[config.mk]
export PLATFORM = sky130hd
export DESIGN_NAME = vco_clock_frequency_planner_core
export DESIGN_NICKNAME = d
export VERILOG_FILES = /design/src/sv/vcfp_pkg.sv /design/src/sv/vcfp_front.sv /design/src/sv/vcfp_queue.sv /design/src/sv/vcfp_back.sv /design/src/sv/vco_clock_frequency_planner_core.sv
export VERILOG_INCLUDE_DIRS = /design/src /design/src/sv
export SDC_FILE = /design/constraint.sdc
export NUM_CORES = 2
export LEC_CHECK = 0
export BUFFER_PORTS_ARGS = -buffer_cell sky130_fd_sc_hd__clkbuf_2
export CAP_MARGIN = 40
export CORE_MARGIN = 4
export CORE_UTILIZATION = 55
export DETAILED_ROUTE_END_ITERATION = 12
export GPL_ROUTABILITY_DRIVEN = 0
export HOLD_SLACK_MARGIN = 0.02
export PLACE_DENSITY_LB_ADDON = 0.2
export SLEW_MARGIN = 20
export SYNTH_ARGS = -nofsm -noshare
export SYNTH_HDL_FRONTEND = slang
export SYNTH_HIERARCHICAL = 1
export SYNTH_SLANG_ARGS = --single-unit
[constraint.sdc]
create_clock -name clk -period 12.23 [get_ports clk]
set_clock_uncertainty 0.2 [all_clocks]
set_input_delay 0.6115 -clock clk [delete_from_list [all_inputs] [get_ports clk]]
set_output_delay 0.6115 -clock clk [all_outputs]
set_load 0.01 [all_outputs]
[src/sv/vco_clock_frequency_planner_core_assert.svh]
// ----------------------------------------------------------------------------
// Assertion macros for the VCO clock frequency planner
// Shared property wrappers; they expect clk and rst_n in scope.
// ----------------------------------------------------------------------------
`ifndef VCO_CLOCK_FREQUENCY_PLANNER_CORE_ASSERT_SVH
`define VCO_CLOCK_FREQUENCY_PLANNER_CORE_ASSERT_SVH

// property checked every clock outside reset
`define VCFP_ASSERT(label, prop, msg) \
  label: assert property (@(posedge clk) disable iff (!rst_n) prop) else $error(msg);

// property checked in the cycle after a trigger
`define VCFP_ASSERT_NEXT(label, cond, prop, msg) \
  label: assert property (@(posedge clk) disable iff (!rst_n) (cond) |=> (prop)) else $error(msg);

`endif

[src/sv/vcfp_pkg.sv]
// ----------------------------------------------------------------------------
// vcfp_pkg
// Types, constants and the setting-to-frequency function of the planner.
// ----------------------------------------------------------------------------
`default_nettype none

package vcfp_pkg;

  // field widths
  localparam int KHZ_W  = 20;
  localparam int FREQ_W = 19;
  localparam int MEM_W  = 18;
  localparam int WORD_W = 32;
  localparam int VDW_W  = 8;
  localparam int OD_W   = 3;
  localparam int DIV_W  = 4;
  localparam int ACT_W  = 2;
  localparam int CFG_IDX_W = 2;

  // action codes
  localparam logic [ACT_W-1:0] ACT_SET    = 2'd0;
  localparam logic [ACT_W-1:0] ACT_ROUND  = 2'd1;
  localparam logic [ACT_W-1:0] ACT_DECODE = 2'd2;

  // register indexes
  localparam logic [CFG_IDX_W-1:0] CFG_POLICY_MAX = 2'd0;
  localparam logic [CFG_IDX_W-1:0] CFG_CPU_MIN    = 2'd1;
  localparam logic [CFG_IDX_W-1:0] CFG_CPU_MAX    = 2'd2;

  // register reset values
  localparam logic [KHZ_W-1:0] POLICY_MAX_RST = 20'd160000;
  localparam logic [KHZ_W-1:0] CPU_MIN_RST    = 20'd12000;
  localparam logic [KHZ_W-1:0] CPU_MAX_RST    = 20'd160000;

  // VCO window and rounding
  localparam int VCO_LO_KHZ = 10000;
  localparam int VCO_HI_KHZ = 320000;
  localparam logic [KHZ_W:0] ROUND_UP_KHZ = 21'd1999;
  localparam logic [VDW_W-1:0] VDW_MIN  = 8'd4;
  localparam logic [VDW_W-1:0] VDW_MAX  = 8'd152;
  localparam logic [VDW_W-1:0] VDW_BIAS = 8'd8;
  localparam logic [FREQ_W-1:0] FREQ_SAT = '1;

  // divide by 2000 = shift by 4, then multiply by reciprocal of 125
  localparam int VCO_W       = 24;
  localparam int STEP_SHIFT  = 4;
  localparam int RECIP_W     = 21;
  localparam int RECIP_SHIFT = 27;
  localparam logic [RECIP_W-1:0] RECIP_125 = 21'd1073742;

  // dividers in ascending order with their od codes
  localparam int RANKS  = 8;
  localparam int RANK_W = 3;
  localparam logic [DIV_W-1:0] DIV_BY_RANK [RANKS] =
    '{4'd2, 4'd4, 4'd5, 4'd6, 4'd7, 4'd8, 4'd9, 4'd10};
  localparam logic [OD_W-1:0] OD_BY_RANK [RANKS] =
    '{3'd1, 3'd3, 3'd4, 3'd7, 3'd5, 3'd2, 3'd6, 3'd0};

  typedef struct packed {
    logic [KHZ_W-1:0] policy_max;
    logic [KHZ_W-1:0] cpu_min;
    logic [KHZ_W-1:0] cpu_max;
  } cfg_t;

  // classified request handed from front to back
  typedef struct packed {
    logic [ACT_W-1:0]  action;
    logic [KHZ_W-1:0]  khz;
    logic [WORD_W-1:0] word;
    logic [FREQ_W-1:0] old_freq;
    logic [MEM_W-1:0]  mem_freq;
  } item_t;

  typedef struct packed {
    logic [WORD_W-1:0] new_osc_word;
    logic              changed;
    logic [MEM_W-1:0]  mem_freq;
    logic [FREQ_W-1:0] new_freq;
    logic [FREQ_W-1:0] old_freq;
  } result_t;

  // 2000 * (vdw + 8) / div(od), floor; divisors 6, 7 and 9 split into exact
  // quotient plus a small reciprocal-corrected remainder term
  function automatic logic [FREQ_W-1:0] setting_khz(input logic [VDW_W-1:0] vdw,
                                                   input logic [OD_W-1:0]  od);
    logic [31:0] m;
    logic [31:0] f;
    m = 32'(vdw) + 32'd8;
    case (od)
      3'd0:    f = m * 32'd200;
      3'd1:    f = m * 32'd1000;
      3'd2:    f = m * 32'd250;
      3'd3:    f = m * 32'd500;
      3'd4:    f = m * 32'd400;
      3'd5:    f = m * 32'd285 + (((m * 32'd5) * 32'd4682) >> 15);
      3'd6:    f = m * 32'd222 + (((m * 32'd2) * 32'd3641) >> 15);
      default: f = m * 32'd333 + ((m * 32'd10923) >> 15);
    endcase
    return f[FREQ_W-1:0];
  endfunction

endpackage

`default_nettype wire

[src/sv/vcfp_front.sv]
// ----------------------------------------------------------------------------
// vcfp_front
// Accepts requests, prepares the frequency to plan and decodes the word.
// ----------------------------------------------------------------------------
`default_nettype none

module vcfp_front (
  input  logic                       clk,
  input  logic                       rst_n,
  input  vcfp_pkg::cfg_t             cfg,
  input  logic                       in_valid,
  output logic                       in_ready,
  input  logic [vcfp_pkg::ACT_W-1:0]  action,
  input  logic [vcfp_pkg::KHZ_W-1:0]  target_khz,
  input  logic                       relation_low,
  input  logic [vcfp_pkg::WORD_W-1:0] osc_word,
  input  logic                       q_full,
  output logic                       q_push,
  output vcfp_pkg::item_t            q_item
);
  import vcfp_pkg::*;

  logic           vld_r;
  logic           vld_nxt;
  item_t          item_r;
  item_t          item_nxt;
  logic           accept;
  logic [KHZ_W:0] sum;
  logic [KHZ_W-1:0] capped;
  logic [KHZ_W-1:0] raised;
  logic [KHZ_W-1:0] limited;
  logic [FREQ_W-1:0] mem_full;

  // a word may enter whenever the holding register is free or drains
  assign q_push   = vld_r && !q_full;
  assign in_ready = !vld_r || !q_full;
  assign accept   = in_valid && in_ready;
  assign q_item   = item_r;

  // set target: round up, cap at policy
  assign sum    = {1'b0, target_khz} + (relation_low ? ROUND_UP_KHZ : '0);
  assign capped = (sum > {1'b0, cfg.policy_max}) ? cfg.policy_max : sum[KHZ_W-1:0];

  // round limit: raise to minimum, then lower to maximum
  assign raised  = (target_khz < cfg.cpu_min) ? cfg.cpu_min : target_khz;
  assign limited = (raised > cfg.cpu_max) ? cfg.cpu_max : raised;

  assign mem_full = setting_khz(osc_word[19:12], osc_word[22:20]);

  // classify
  always_comb begin
    item_nxt.action   = action;
    item_nxt.word     = osc_word;
    item_nxt.old_freq = setting_khz(osc_word[7:0], osc_word[10:8]);
    item_nxt.mem_freq = mem_full[FREQ_W-1:1];
    unique case (action)
      ACT_SET:   item_nxt.khz = capped;
      ACT_ROUND: item_nxt.khz = limited;
      default:   item_nxt.khz = target_khz;
    endcase
  end

  assign vld_nxt = accept ? 1'b1 : (q_push ? 1'b0 : vld_r);

  always_ff @(posedge clk) begin
    if (!rst_n) begin
      vld_r <= 1'b0;
    end else begin
      vld_r <= vld_nxt;
    end
  end

  always_ff @(posedge clk) begin
    if (accept) begin
      item_r <= item_nxt;
    end
  end

endmodule

`default_nettype wire

[src/sv/vcfp_queue.sv]
// ----------------------------------------------------------------------------
// vcfp_queue
// Small register FIFO between the front and back of the planner.
// ----------------------------------------------------------------------------
`default_nettype none

module vcfp_queue #(
  parameter int DEPTH = 4
) (
  input  logic            clk,
  input  logic            rst_n,
  input  logic            push,
  input  vcfp_pkg::item_t item_in,
  output logic            full,
  input  logic            pop,
  output vcfp_pkg::item_t item_out,
  output logic            empty
);
  import vcfp_pkg::*;

  localparam int PTR_W = $clog2(DEPTH);
  localparam int CNT_W = $clog2(DEPTH + 1);

  item_t             mem_r [DEPTH];
  logic [PTR_W-1:0]  wr_ptr_r;
  logic [PTR_W-1:0]  wr_ptr_nxt;
  logic [PTR_W-1:0]  rd_ptr_r;
  logic [PTR_W-1:0]  rd_ptr_nxt;
  logic [CNT_W-1:0]  cnt_r;
  logic [CNT_W-1:0]  cnt_nxt;

  assign full     = (cnt_r == CNT_W'(DEPTH));
  assign empty    = (cnt_r == '0);
  assign item_out = mem_r[rd_ptr_r];

  // pointer wrap and fill count
  always_comb begin
    wr_ptr_nxt = wr_ptr_r;
    rd_ptr_nxt = rd_ptr_r;
    cnt_nxt    = cnt_r;
    if (push) begin
      wr_ptr_nxt = (wr_ptr_r == PTR_W'(DEPTH - 1)) ? '0 : wr_ptr_r + 1'b1;
    end
    if (pop) begin
      rd_ptr_nxt = (rd_ptr_r == PTR_W'(DEPTH - 1)) ? '0 : rd_ptr_r + 1'b1;
    end
    if (push && !pop) begin
      cnt_nxt = cnt_r + 1'b1;
    end else if (pop && !push) begin
      cnt_nxt = cnt_r - 1'b1;
    end
  end

  always_ff @(posedge clk) begin
    if (!rst_n) begin
      wr_ptr_r <= '0;
      rd_ptr_r <= '0;
      cnt_r    <= '0;
    end else begin
      wr_ptr_r <= wr_ptr_nxt;
      rd_ptr_r <= rd_ptr_nxt;
      cnt_r    <= cnt_nxt;
    end
  end

  always_ff @(posedge clk) begin
    if (push) begin
      mem_r[wr_ptr_r] <= item_in;
    end
  end

`include "vco_clock_frequency_planner_core_assert.svh"

  `VCFP_ASSERT(a_q_bound, cnt_r <= CNT_W'(DEPTH), "queue count beyond depth")
  `VCFP_ASSERT(a_q_no_overrun, push |-> !full, "push into full queue")
  `VCFP_ASSERT_NEXT(a_q_fill, push && !pop, cnt_r == $past(cnt_r) + 1'b1, "queue count missed a push")

endmodule

`default_nettype wire

[src/sv/vcfp_back.sv]
// ----------------------------------------------------------------------------
// vcfp_back
// Plans the divider and VCO word, converts back and builds the result.
// ----------------------------------------------------------------------------
`default_nettype none

module vcfp_back (
  input  logic              clk,
  input  logic              rst_n,
  input  vcfp_pkg::cfg_t    cfg,
  input  logic              q_empty,
  output logic              q_pop,
  input  vcfp_pkg::item_t   q_item,
  output logic              out_valid,
  input  logic              out_ready,
  output vcfp_pkg::result_t out_res
);
  import vcfp_pkg::*;

  localparam int Y_W    = VCO_W - STEP_SHIFT;
  localparam int PROD_W = Y_W + RECIP_W;

  // stage valids: 0 select, 1 divide, 2 convert, 3 output
  logic [3:0]        vld_r;
  logic [3:0]        vld_nxt;
  logic              advance;

  logic [RANKS-1:0]  fits;
  logic [RANK_W-1:0] sel;
  logic [DIV_W-1:0]  div_sel;
  logic [VCO_W-1:0]  vco;

  item_t             s1_item_r;
  logic [OD_W-1:0]   s1_od_r;
  logic [Y_W-1:0]    s1_y_r;

  logic [PROD_W-1:0] prod;
  item_t             s2_item_r;
  logic [OD_W-1:0]   s2_od_r;
  logic [VDW_W-1:0]  s2_vdw_r;

  logic [VDW_W-1:0]  vdw_eff;
  item_t             s3_item_r;
  logic [OD_W-1:0]   s3_od_r;
  logic [VDW_W-1:0]  s3_vdw_r;
  logic [FREQ_W-1:0] s3_freq_r;

  logic [KHZ_W-1:0]  lim_lo;
  logic [KHZ_W-1:0]  lim;
  result_t           res_r;
  result_t           res_nxt;

  // whole pipeline moves when the output register can take a word
  assign advance   = !vld_r[3] || out_ready;
  assign q_pop     = advance && !q_empty;
  assign vld_nxt   = advance ? {vld_r[2:0], q_pop} : vld_r;
  assign out_valid = vld_r[3];
  assign out_res   = res_r;

  // VCO window per divider, as bounds on the frequency itself
  for (genvar r = 0; r < RANKS; r++) begin : g_win
    localparam int DIV_R = int'(DIV_BY_RANK[r]);
    localparam logic [KHZ_W-1:0] LO_R = KHZ_W'(VCO_LO_KHZ / DIV_R);
    localparam logic [KHZ_W-1:0] HI_R = KHZ_W'(VCO_HI_KHZ / DIV_R);
    assign fits[r] = (q_item.khz > LO_R) && (q_item.khz <= HI_R);
  end

  // first fitting divider, largest one when none fits
  always_comb begin
    sel = RANK_W'(RANKS - 1);
    for (int r = RANKS - 1; r >= 0; r--) begin
      if (fits[r]) begin
        sel = RANK_W'(r);
      end
    end
  end

  assign div_sel = DIV_BY_RANK[sel];
  assign vco     = VCO_W'(q_item.khz) * VCO_W'(div_sel);

  // divide by 125 through reciprocal; word kept modulo 256
  assign prod = PROD_W'(s1_y_r) * PROD_W'(RECIP_125);

  // round limit keeps the word inside its legal span
  always_comb begin
    vdw_eff = s2_vdw_r;
    if (s2_item_r.action == ACT_ROUND) begin
      if (s2_vdw_r < VDW_MIN) begin
        vdw_eff = VDW_MIN;
      end else if (s2_vdw_r > VDW_MAX) begin
        vdw_eff = VDW_MAX;
      end
    end
  end

  // clamp converted frequency to CPU limits
  assign lim_lo = ({1'b0, s3_freq_r} < cfg.cpu_min) ? cfg.cpu_min : {1'b0, s3_freq_r};
  assign lim    = (lim_lo > cfg.cpu_max) ? cfg.cpu_max : lim_lo;

  // result assembly
  always_comb begin
    res_nxt.old_freq     = s3_item_r.old_freq;
    res_nxt.new_osc_word = s3_item_r.word;
    res_nxt.new_freq     = '0;
    res_nxt.mem_freq     = '0;
    res_nxt.changed      = 1'b0;
    unique case (s3_item_r.action)
      ACT_SET: begin
        res_nxt.new_freq = s3_freq_r;
        if (s3_freq_r != s3_item_r.old_freq) begin
          res_nxt.changed      = 1'b1;
          res_nxt.new_osc_word = {s3_item_r.word[WORD_W-1:VDW_W+OD_W], s3_od_r, s3_vdw_r};
        end
      end
      ACT_ROUND: begin
        res_nxt.new_freq = (lim > {1'b0, FREQ_SAT}) ? FREQ_SAT : lim[FREQ_W-1:0];
      end
      ACT_DECODE: begin
        res_nxt.new_freq = s3_item_r.old_freq;
        res_nxt.mem_freq = s3_item_r.mem_freq;
      end
      default: begin
      end
    endcase
  end

  always_ff @(posedge clk) begin
    if (!rst_n) begin
      vld_r <= '0;
    end else begin
      vld_r <= vld_nxt;
    end
  end

  // payload stages
  always_ff @(posedge clk) begin
    if (advance) begin
      s1_item_r <= q_item;
      s1_od_r   <= OD_BY_RANK[sel];
      s1_y_r    <= vco[VCO_W-1:STEP_SHIFT];
      s2_item_r <= s1_item_r;
      s2_od_r   <= s1_od_r;
      s2_vdw_r  <= prod[RECIP_SHIFT +: VDW_W] - VDW_BIAS;
      s3_item_r <= s2_item_r;
      s3_od_r   <= s2_od_r;
      s3_vdw_r  <= vdw_eff;
      s3_freq_r <= setting_khz(vdw_eff, s2_od_r);
      res_r     <= res_nxt;
    end
  end

`include "vco_clock_frequency_planner_core_assert.svh"

  `VCFP_ASSERT_NEXT(a_bk_hold, !advance, $stable(vld_r), "back pipeline moved while stalled")
  `VCFP_ASSERT(a_bk_changed, vld_r[3] && res_r.changed |-> res_r.new_freq != res_r.old_freq, "changed flag without a new frequency")

endmodule

`default_nettype wire

[src/sv/vco_clock_frequency_planner_core.sv]
// ----------------------------------------------------------------------------
// vco_clock_frequency_planner_core
// Converts between kHz and clock synthesizer oscillator settings.
// ----------------------------------------------------------------------------
// Usage:
//   Requests enter on the in_ stream (action in in_tuser) and each gives one
//   result word on the out_ stream, in order. Limits are written through the
//   cfg_ port while no request is in flight; the user must keep to this, as
//   the block has no check of its own for it.
//   Throughput: one request per cycle, sustained while out_tready stays high.
//   Path to out_tvalid: the front holding register, the queue, then three
//   back stages (divider select, reciprocal multiply for the divide by 125,
//   setting to frequency conversion) ahead of the output register.
//   Reset: the pipeline and queue empty, the limits return to 160000,
//   12000 and 160000 kHz.
//   Stall: while a result waits and out_tready is low the back pipeline
//   holds; the queue then fills, the front register holds, and in_tready
//   drops. The result word stays stable until taken.
// ----------------------------------------------------------------------------
`default_nettype none

module vco_clock_frequency_planner_core #(
  parameter int QUEUE_DEPTH = 4
) (
  input  logic        clk,
  input  logic        rst_n,
  // in_tdata: target_khz[19:0], relation_low[20], osc_word[52:21], zero pad
  input  logic        in_tvalid,
  output logic        in_tready,
  input  logic [55:0] in_tdata,
  // in_tuser: action[1:0]
  input  logic [1:0]  in_tuser,
  // out_tdata: old_freq_khz[18:0], new_freq_khz[37:19], mclk_khz[55:38],
  //            changed[56], new_osc_word[88:57], zero pad
  output logic        out_tvalid,
  input  logic        out_tready,
  output logic [95:0] out_tdata,
  input  logic        cfg_we,
  input  logic [vcfp_pkg::CFG_IDX_W-1:0] cfg_index,
  input  logic [vcfp_pkg::KHZ_W-1:0]     cfg_wdata
);
  import vcfp_pkg::*;

  cfg_t    cfg_r;
  item_t   fr_item;
  item_t   q_item;
  result_t res;
  logic    q_push;
  logic    q_full;
  logic    q_pop;
  logic    q_empty;

  // limit registers
  always_ff @(posedge clk) begin
    if (!rst_n) begin
      cfg_r.policy_max <= POLICY_MAX_RST;
      cfg_r.cpu_min    <= CPU_MIN_RST;
      cfg_r.cpu_max    <= CPU_MAX_RST;
    end else if (cfg_we) begin
      unique case (cfg_index)
        CFG_POLICY_MAX: cfg_r.policy_max <= cfg_wdata;
        CFG_CPU_MIN:    cfg_r.cpu_min    <= cfg_wdata;
        CFG_CPU_MAX:    cfg_r.cpu_max    <= cfg_wdata;
        default: begin
        end
      endcase
    end
  end

  vcfp_front u_front (
    .clk          (clk),
    .rst_n        (rst_n),
    .cfg          (cfg_r),
    .in_valid     (in_tvalid),
    .in_ready     (in_tready),
    .action       (in_tuser),
    .target_khz   (in_tdata[19:0]),
    .relation_low (in_tdata[20]),
    .osc_word     (in_tdata[52:21]),
    .q_full       (q_full),
    .q_push       (q_push),
    .q_item       (fr_item)
  );

  vcfp_queue #(
    .DEPTH (QUEUE_DEPTH)
  ) u_queue (
    .clk      (clk),
    .rst_n    (rst_n),
    .push     (q_push),
    .item_in  (fr_item),
    .full     (q_full),
    .pop      (q_pop),
    .item_out (q_item),
    .empty    (q_empty)
  );

  vcfp_back u_back (
    .clk       (clk),
    .rst_n     (rst_n),
    .cfg       (cfg_r),
    .q_empty   (q_empty),
    .q_pop     (q_pop),
    .q_item    (q_item),
    .out_valid (out_tvalid),
    .out_ready (out_tready),
    .out_res   (res)
  );

  assign out_tdata = {7'b0, res.new_osc_word, res.changed, res.mem_freq,
                      res.new_freq, res.old_freq};

endmodule

`default_nettype wire

* Word-level counts from Yosys, hierarchy flattened
Memory sizes are Yosys's and may differ from the RTL's. A register that Yosys moved wholly into a read port is not among the register bits. Cells that the tools add are included.
Word-level totals: bits in registers 526, bits in latches 0, RAM bits 364, memory bits (read-only) 56, input bits 85, word-level logic and storage cells 215, memories kept 3
Memory list:
- u_queue.mem_r | words 4, bits a word 91, read ports 1, clocked after Yosys merged registers in 1, wr ports 1, line vcfp_queue.sv:24 | item_t mem_r [DEPTH];
- (name not given) | words 8, bits a word 4, read ports 1, clocked after Yosys merged registers in 0, wr ports 0, line vcfp_back.sv:78 | assign div_sel = DIV_BY_RANK[sel];
- (name not given) | words 8, bits a word 3, read ports 1, clocked after Yosys merged registers in 1, wr ports 0, line vcfp_back.sv:139 | s1_od_r <= OD_BY_RANK[sel];
Cells by class: add/sub/neg operators 18, $mul 38, divide/modulo/power cells 0, $lt $le $gt $ge 23, equality and inequality tests 28, shift operators 0, muxes and demuxes 36, bitwise logic cells 1, reductions and logical operators 32
Operators with widths (number):
- $pmux 19 s7 | 3
- $mul 32x7->18 const B | 6
- $mul 32x9->19 const B | 6
- $add 19x17->19 | 9
- $gt 20x11->1 const B | 5
- $le 20x16->1 const B | 5
- $mux 20 | 5
- $mul 32x12->31 const B | 3
- $mul 32x14->32 const B | 3
- $mul 32x3->32 const B | 3
- $mul 32x5->15 const B | 3
- $mul 32x5->16 const B | 3
- $mul 32x7->16 const B | 3
- $mul 32x7->17 const B | 3
- $mul 31x12->31 const B | 3
- $pmux 19 s3 | 1
- $gt 20x20->1 | 2
- $pmux 20 s2 | 1
- $mul 20x20->34 const B | 1
- $eq 3x3->1 const B | 10
- $add 8x4->9 const B | 3
- $mul 20x4->24 | 1
- $mux 12 | 2
- $mux 3 | 8
- 35 further kinds | 84

* Depth between registers and ports, before layout
depth in word-level cells 14, gate-level depth with buffers 45, gate-level depth less buffers 45

* Hierarchy
Netlist, hierarchy kept.
Modules (own cells, without submodules):
- vcfp_back | instances 1, cells each 3181, area an instance 34180.3 sq um, sequential area each 11070.6 sq um
- vcfp_front | instances 1, cells each 3565, area an instance 31448.9 sq um, sequential area each 2752.6 sq um
- vcfp_queue | instances 1, cells each 519, area an instance 13678.1 sq um, sequential area each 11110.7 sq um
- vco_clock_frequency_planner_core | instances 1, cells each 241, area an instance 2431.1 sq um, sequential area each 1201.2 sq um

* Worst setup path before layout
OpenSTA, ideal clock, no wires.
path kind reg-to-reg, start point register u_back.s2_vdw_r[7], end point register u_back.s3_freq_r[15], data pin, arrival 10.612 ns, setup slack 1.157 ns, cell stages (with the launch flop) 43, period minus slack after synthesis 11.073 ns, path through edfxtp_1 clkbuf_1 nand2_1 a21oi_1 nor2_1 inv_1 ha_1 nand3_1 xor2_1 inv_1 ha_1 xnor2_1 inv_1 ha_1 a311o_1 a31oi_1 xnor2_1 ha_1 [7 not listed] a21oi_1 nand2_1 a21oi_1 nand2b_1 a211oi_1 or2_2 a211o_1 and3_1 fa_1 ha_1 o21ai_0 a21oi_1 a41o_1 o41ai_1 o21ai_0 nor4_1 nor3_1 o32a_1
Between the ends: word-level cells in the longest chain between the ends 9
RTL lines:
- from (decl) | line vcfp_back.sv:40 | logic [VDW_W-1:0] s2_vdw_r;
- from (signal assigned) | line vcfp_back.sv:143 | s2_vdw_r <= prod[RECIP_SHIFT +: VDW_W] - VDW_BIAS;
- $gt 8x8->1 | line vcfp_back.sv:90 | end else if (s2_vdw_r > VDW_MAX) begin
- $mux 8 | line vcfp_back.sv:90
- $mux 8 (*) | line vcfp_back.sv:88 | if (s2_vdw_r < VDW_MIN) begin
- $mux 8 (*) | line vcfp_back.sv:87 | if (s2_item_r.action == ACT_ROUND) begin
- net u_back.vdw_eff[3] | line vcfp_back.sv:42 | logic [VDW_W-1:0] vdw_eff;
- $add 8x4->9 (*) | line vcfp_pkg.sv:88 | m = 32'(vdw) + 32'd8;
- $mul 32x3->32 | line vcfp_pkg.sv:95 | 3'd5: f = m * 32'd285 + (((m * 32'd5) * 32'd4682) >> 15);
- $mul 32x12->31 | line vcfp_pkg.sv:95
- $add 19x17->19 | line vcfp_pkg.sv:95
- $pmux 19 s7 (*) | line vcfp_pkg.sv:89 | case (od)
- to (signal assigned) | line vcfp_back.sv:147 | s3_freq_r <= setting_khz(vdw_eff, s2_od_r);
- to (decl) | line vcfp_back.sv:46 | logic [FREQ_W-1:0] s3_freq_r;
Mark *: on every way through the listed nets, which the timed path passes. The rest lies on a longest branch. A chain may end at the register's enable or synchronous reset.

* Worst setup path after layout
start point register u_back/s2_item_r[89] (netlist bit), end point register u_back.s3_freq_r[15], data pin
Between the ends: word-level cells in the longest chain between the ends 7
RTL lines:
- from (decl) | line vcfp_back.sv:38 | item_t s2_item_r;
- from (signal assigned) | line vcfp_back.sv:141 | s2_item_r <= s1_item_r;
- $eq 2x1->1 (*) | line vcfp_back.sv:87
- $mux 8 (*) | line vcfp_back.sv:87
- net u_back.vdw_eff[4] | line vcfp_back.sv:42
- $add 8x4->9 (*) | line vcfp_pkg.sv:88
- $mul 32x3->32 | line vcfp_pkg.sv:95
- $mul 32x12->31 | line vcfp_pkg.sv:95
- $add 19x17->19 | line vcfp_pkg.sv:95
- $pmux 19 s7 (*) | line vcfp_pkg.sv:89
Marks and branches as above.

==> results_dict.tcl <==
set metrics [dict create \
    cap_violations 0 \
    avgViaCountPerCell 5.866 \
    io_buffers 172 \
    cts_buffers 91 \
    cp_slowest_cell "xnor2_1" \
    ios 183 \
    synth_area_leader_cell "edfxtp_1" \
    pre_cts_slack_ns 0.7113 \
    setup-tns-final_ns 0 \
    clk_pin_slew_ns 0.06 \
    grtUsageTotal_pct 26.94 \
    min_period_ns 11.41 \
    finalWorstSetupSlack_ns 0.8180 \
    dr.pass1.iters 6 \
    grt_max_degree 187 \
    nets 9682 \
    tritoncts "done" \
    synth.most_common_cell "ha_1" \
    synth_area_mm2 0.08174 \
    post_cts_buffers 0 \
    die_h_um 393.5 \
    ant_nets 0 \
    use_met2_pct 42.85 \
    htree_levels 3 \
    yosysSeqAreaShare_pct 31.97 \
    diodes 0 \
    first_iter_violations 4390 \
    numClockSinks 895 \
    die_w_um 393.5 \
    antenna_found_initial 12 \
    synthCells 7506 \
    seq_area_mm2 0.02614 \
    final_max_slew_viol_count 0 \
    postLayoutCoreUtil_pct 59.76 \
    grt_use_met1_pct 36.65 \
    grtUsageMet3_pct 5.178 \
    drive_gt1_share_pct 7.540 \
    holdCritPathClass "input pin to register" \
    clockBufferDepth 3 \
    area_growth_pct 7.963 \
    synth-main-ff-cell "edfxtp_1" \
    cp_max_fo 8 \
    post_drt_wl_per_cell_um 21.63 \
    synth_top_cell_area_share_pct 30.16 \
    tightest_slew_ns 1.032 \
    ys_top_cells_by_area "edfxtp_1, ha_1, fa_1, inv_1, xnor2_1" \
    dieArea_mm2 0.1548 \
    clockRootBuffer "clkbuf_16" \
    start_util_pct 55.35 \
    grt_pass1_wl_um 326500 \
    multi_input_area_mm2 0.05008 \
    rsz0062_at_grt "no" \
    hold_violations 0 \
    hpwlAfterDp_um 165800 \
    yosysWarnings 6 \
    synth_edf_count 821 \
    fin_crit_sh_pct 93.31 \
    rows 141 \
    busiest_layer "met2" \
    grt-ovfl-total 0 \
    required_ns 12.48 \
    setup.worst_path.start_class "register" \
    syn_avg_cell_area_um2 10.89 \
    max-slew-margin-rel_pct 31.22 \
    ys_seq_elements 895 \
    slowest_delay_ns 0.57 \
    crit_type "register to register" \
    via_count 56990 \
    fill_cells 12120 \
    synth_commonest_cells "ha_1, inv_1, edfxtp_1" \
    crit_arrival_ns 11.66 \
    fmax_mhz 87.63 \
    drt-total-wl_um 210100 \
    status "finished clean" \
    end_kind "register" \
    core_mm2 0.1477 \
    setup_viol 0 \
    synth_cell_types 104 \
    drcViolationCount 0 \
    async_reset_ff_share_pct 0 \
    worstSkewPairLatency_ns 0.70 \
    whs_ns 0.09473 \
    grt_pass1_vias 57180 \
]
==> area by class of cell <==
type,instances,share of cell area [%]
timing repair buffer,280,2.105
clock inverter,50,0.7103
sequential,895,29.62
clock buffer,116,2.755
multi-input combinational,5196,56.75
tap,1930,2.736
inverter,1248,5.317
==> flip-flops by register name (all words and copies together) (netlist names), 19 cells and up, named ones only <==
register,flops
u_queue/mem_r,364
u_front/q_item,91
u_back/s3_freq_r,19
u_back/res_nxt,19
u_back/s1_item_r,71
cfg_r,60
u_back/out_res,89
u_back/s3_item_r,52
u_back/s1_y_r,20
u_back/s2_item_r,71
==> repair_timing <==
action                                 4_1_cts  5_1_grt
endpoints found under the hold margin       35        0
resized for setup                            0        1
setup endpoints to repair                    0        1
hold buffers                                23        0
==> worst paths after layout <==
check / from / endpoint / slack (ns) / cells past startpoint
worst max-delay path: u_back/s2_item_r[89] / u_back/s3_freq_r[15] / 0.82 / 38
worst min-delay path: cfg_wdata[13] / cfg_r[13] / 0.09 / 3
worst max register to register: u_back/s2_item_r[89] / u_back/s3_freq_r[15] / 0.82 / 38
worst min register to register: u_back/s3_item_r[63] / u_back/out_res[83] / 0.20 / 0
==> kinds of logic after synthesis <==
family | Yosys count | share of synthesized area [%]
buffers and inverters | 1422 | 6.859
xor gates and xnor gates | 399 | 4.330
other | 2 | 0.009188
DFF | 895 | 31.97
adders and majority gates | 1887 | 34.02
AOI/OAI and AO/OA | 1267 | 10.18
muxes | 221 | 4.184
and+or+nand+nor | 1413 | 8.437
==> per-layer routing <==
| layer | up-vias | routed length, µm |
|---|---|---|
| met4 | 8 | 9241 |
| met1 | 27920 | 89160 |
| met2 | 1946 | 95680 |
| met3 | 477 | 15980 |
| met5 | - | 61 |
| li1 | 26640 | - |
==> layout by cell type, fill, tap and decap left out, types with 69 or more instances in the layout <==
master and count:
clkbuf_2 171, fa_1 560, nor3_1 107, a21o_1 133, o21ai_0 248, a21oi_1 318
mux4_2 95, buf_4 72, clkbuf_16 91, o211ai_1 92, nand3_1 99, inv_1 1241
edfxtp_1 821, o21a_1 69, nand2_1 405, ha_1 1325, dfxtp_1 72, xnor2_1 253
xor2_1 143, mux2i_1 111, nor2b_1 85, nor2_1 331
==> critical path: cells and delay by family, from the launching register on <==
kind	cells	cell delay, ns
AO/OA/AOI/OAI	12	2.72
XOR/XNOR	3	1.52
adder cells (fa/ha/maj)	9	3.60
buffers and inverters	5	0.92
flip-flops	1	0.39
AND/OR/NAND/NOR	9	1.79
==> per-stage QoR <==
stage	instance area, µm²	instances
2_1_floorplan	81760	7513
3_3_place_gp	84730	9512
3_5_place_dp	84860	9521
4_1_cts	88140	9710
5_1_grt	88250	9715
6_report	88250	9715
Power is left out: the tool's default activity adds up to more than one toggle a clock period on the data nets, which glitch-free logic cannot reach.
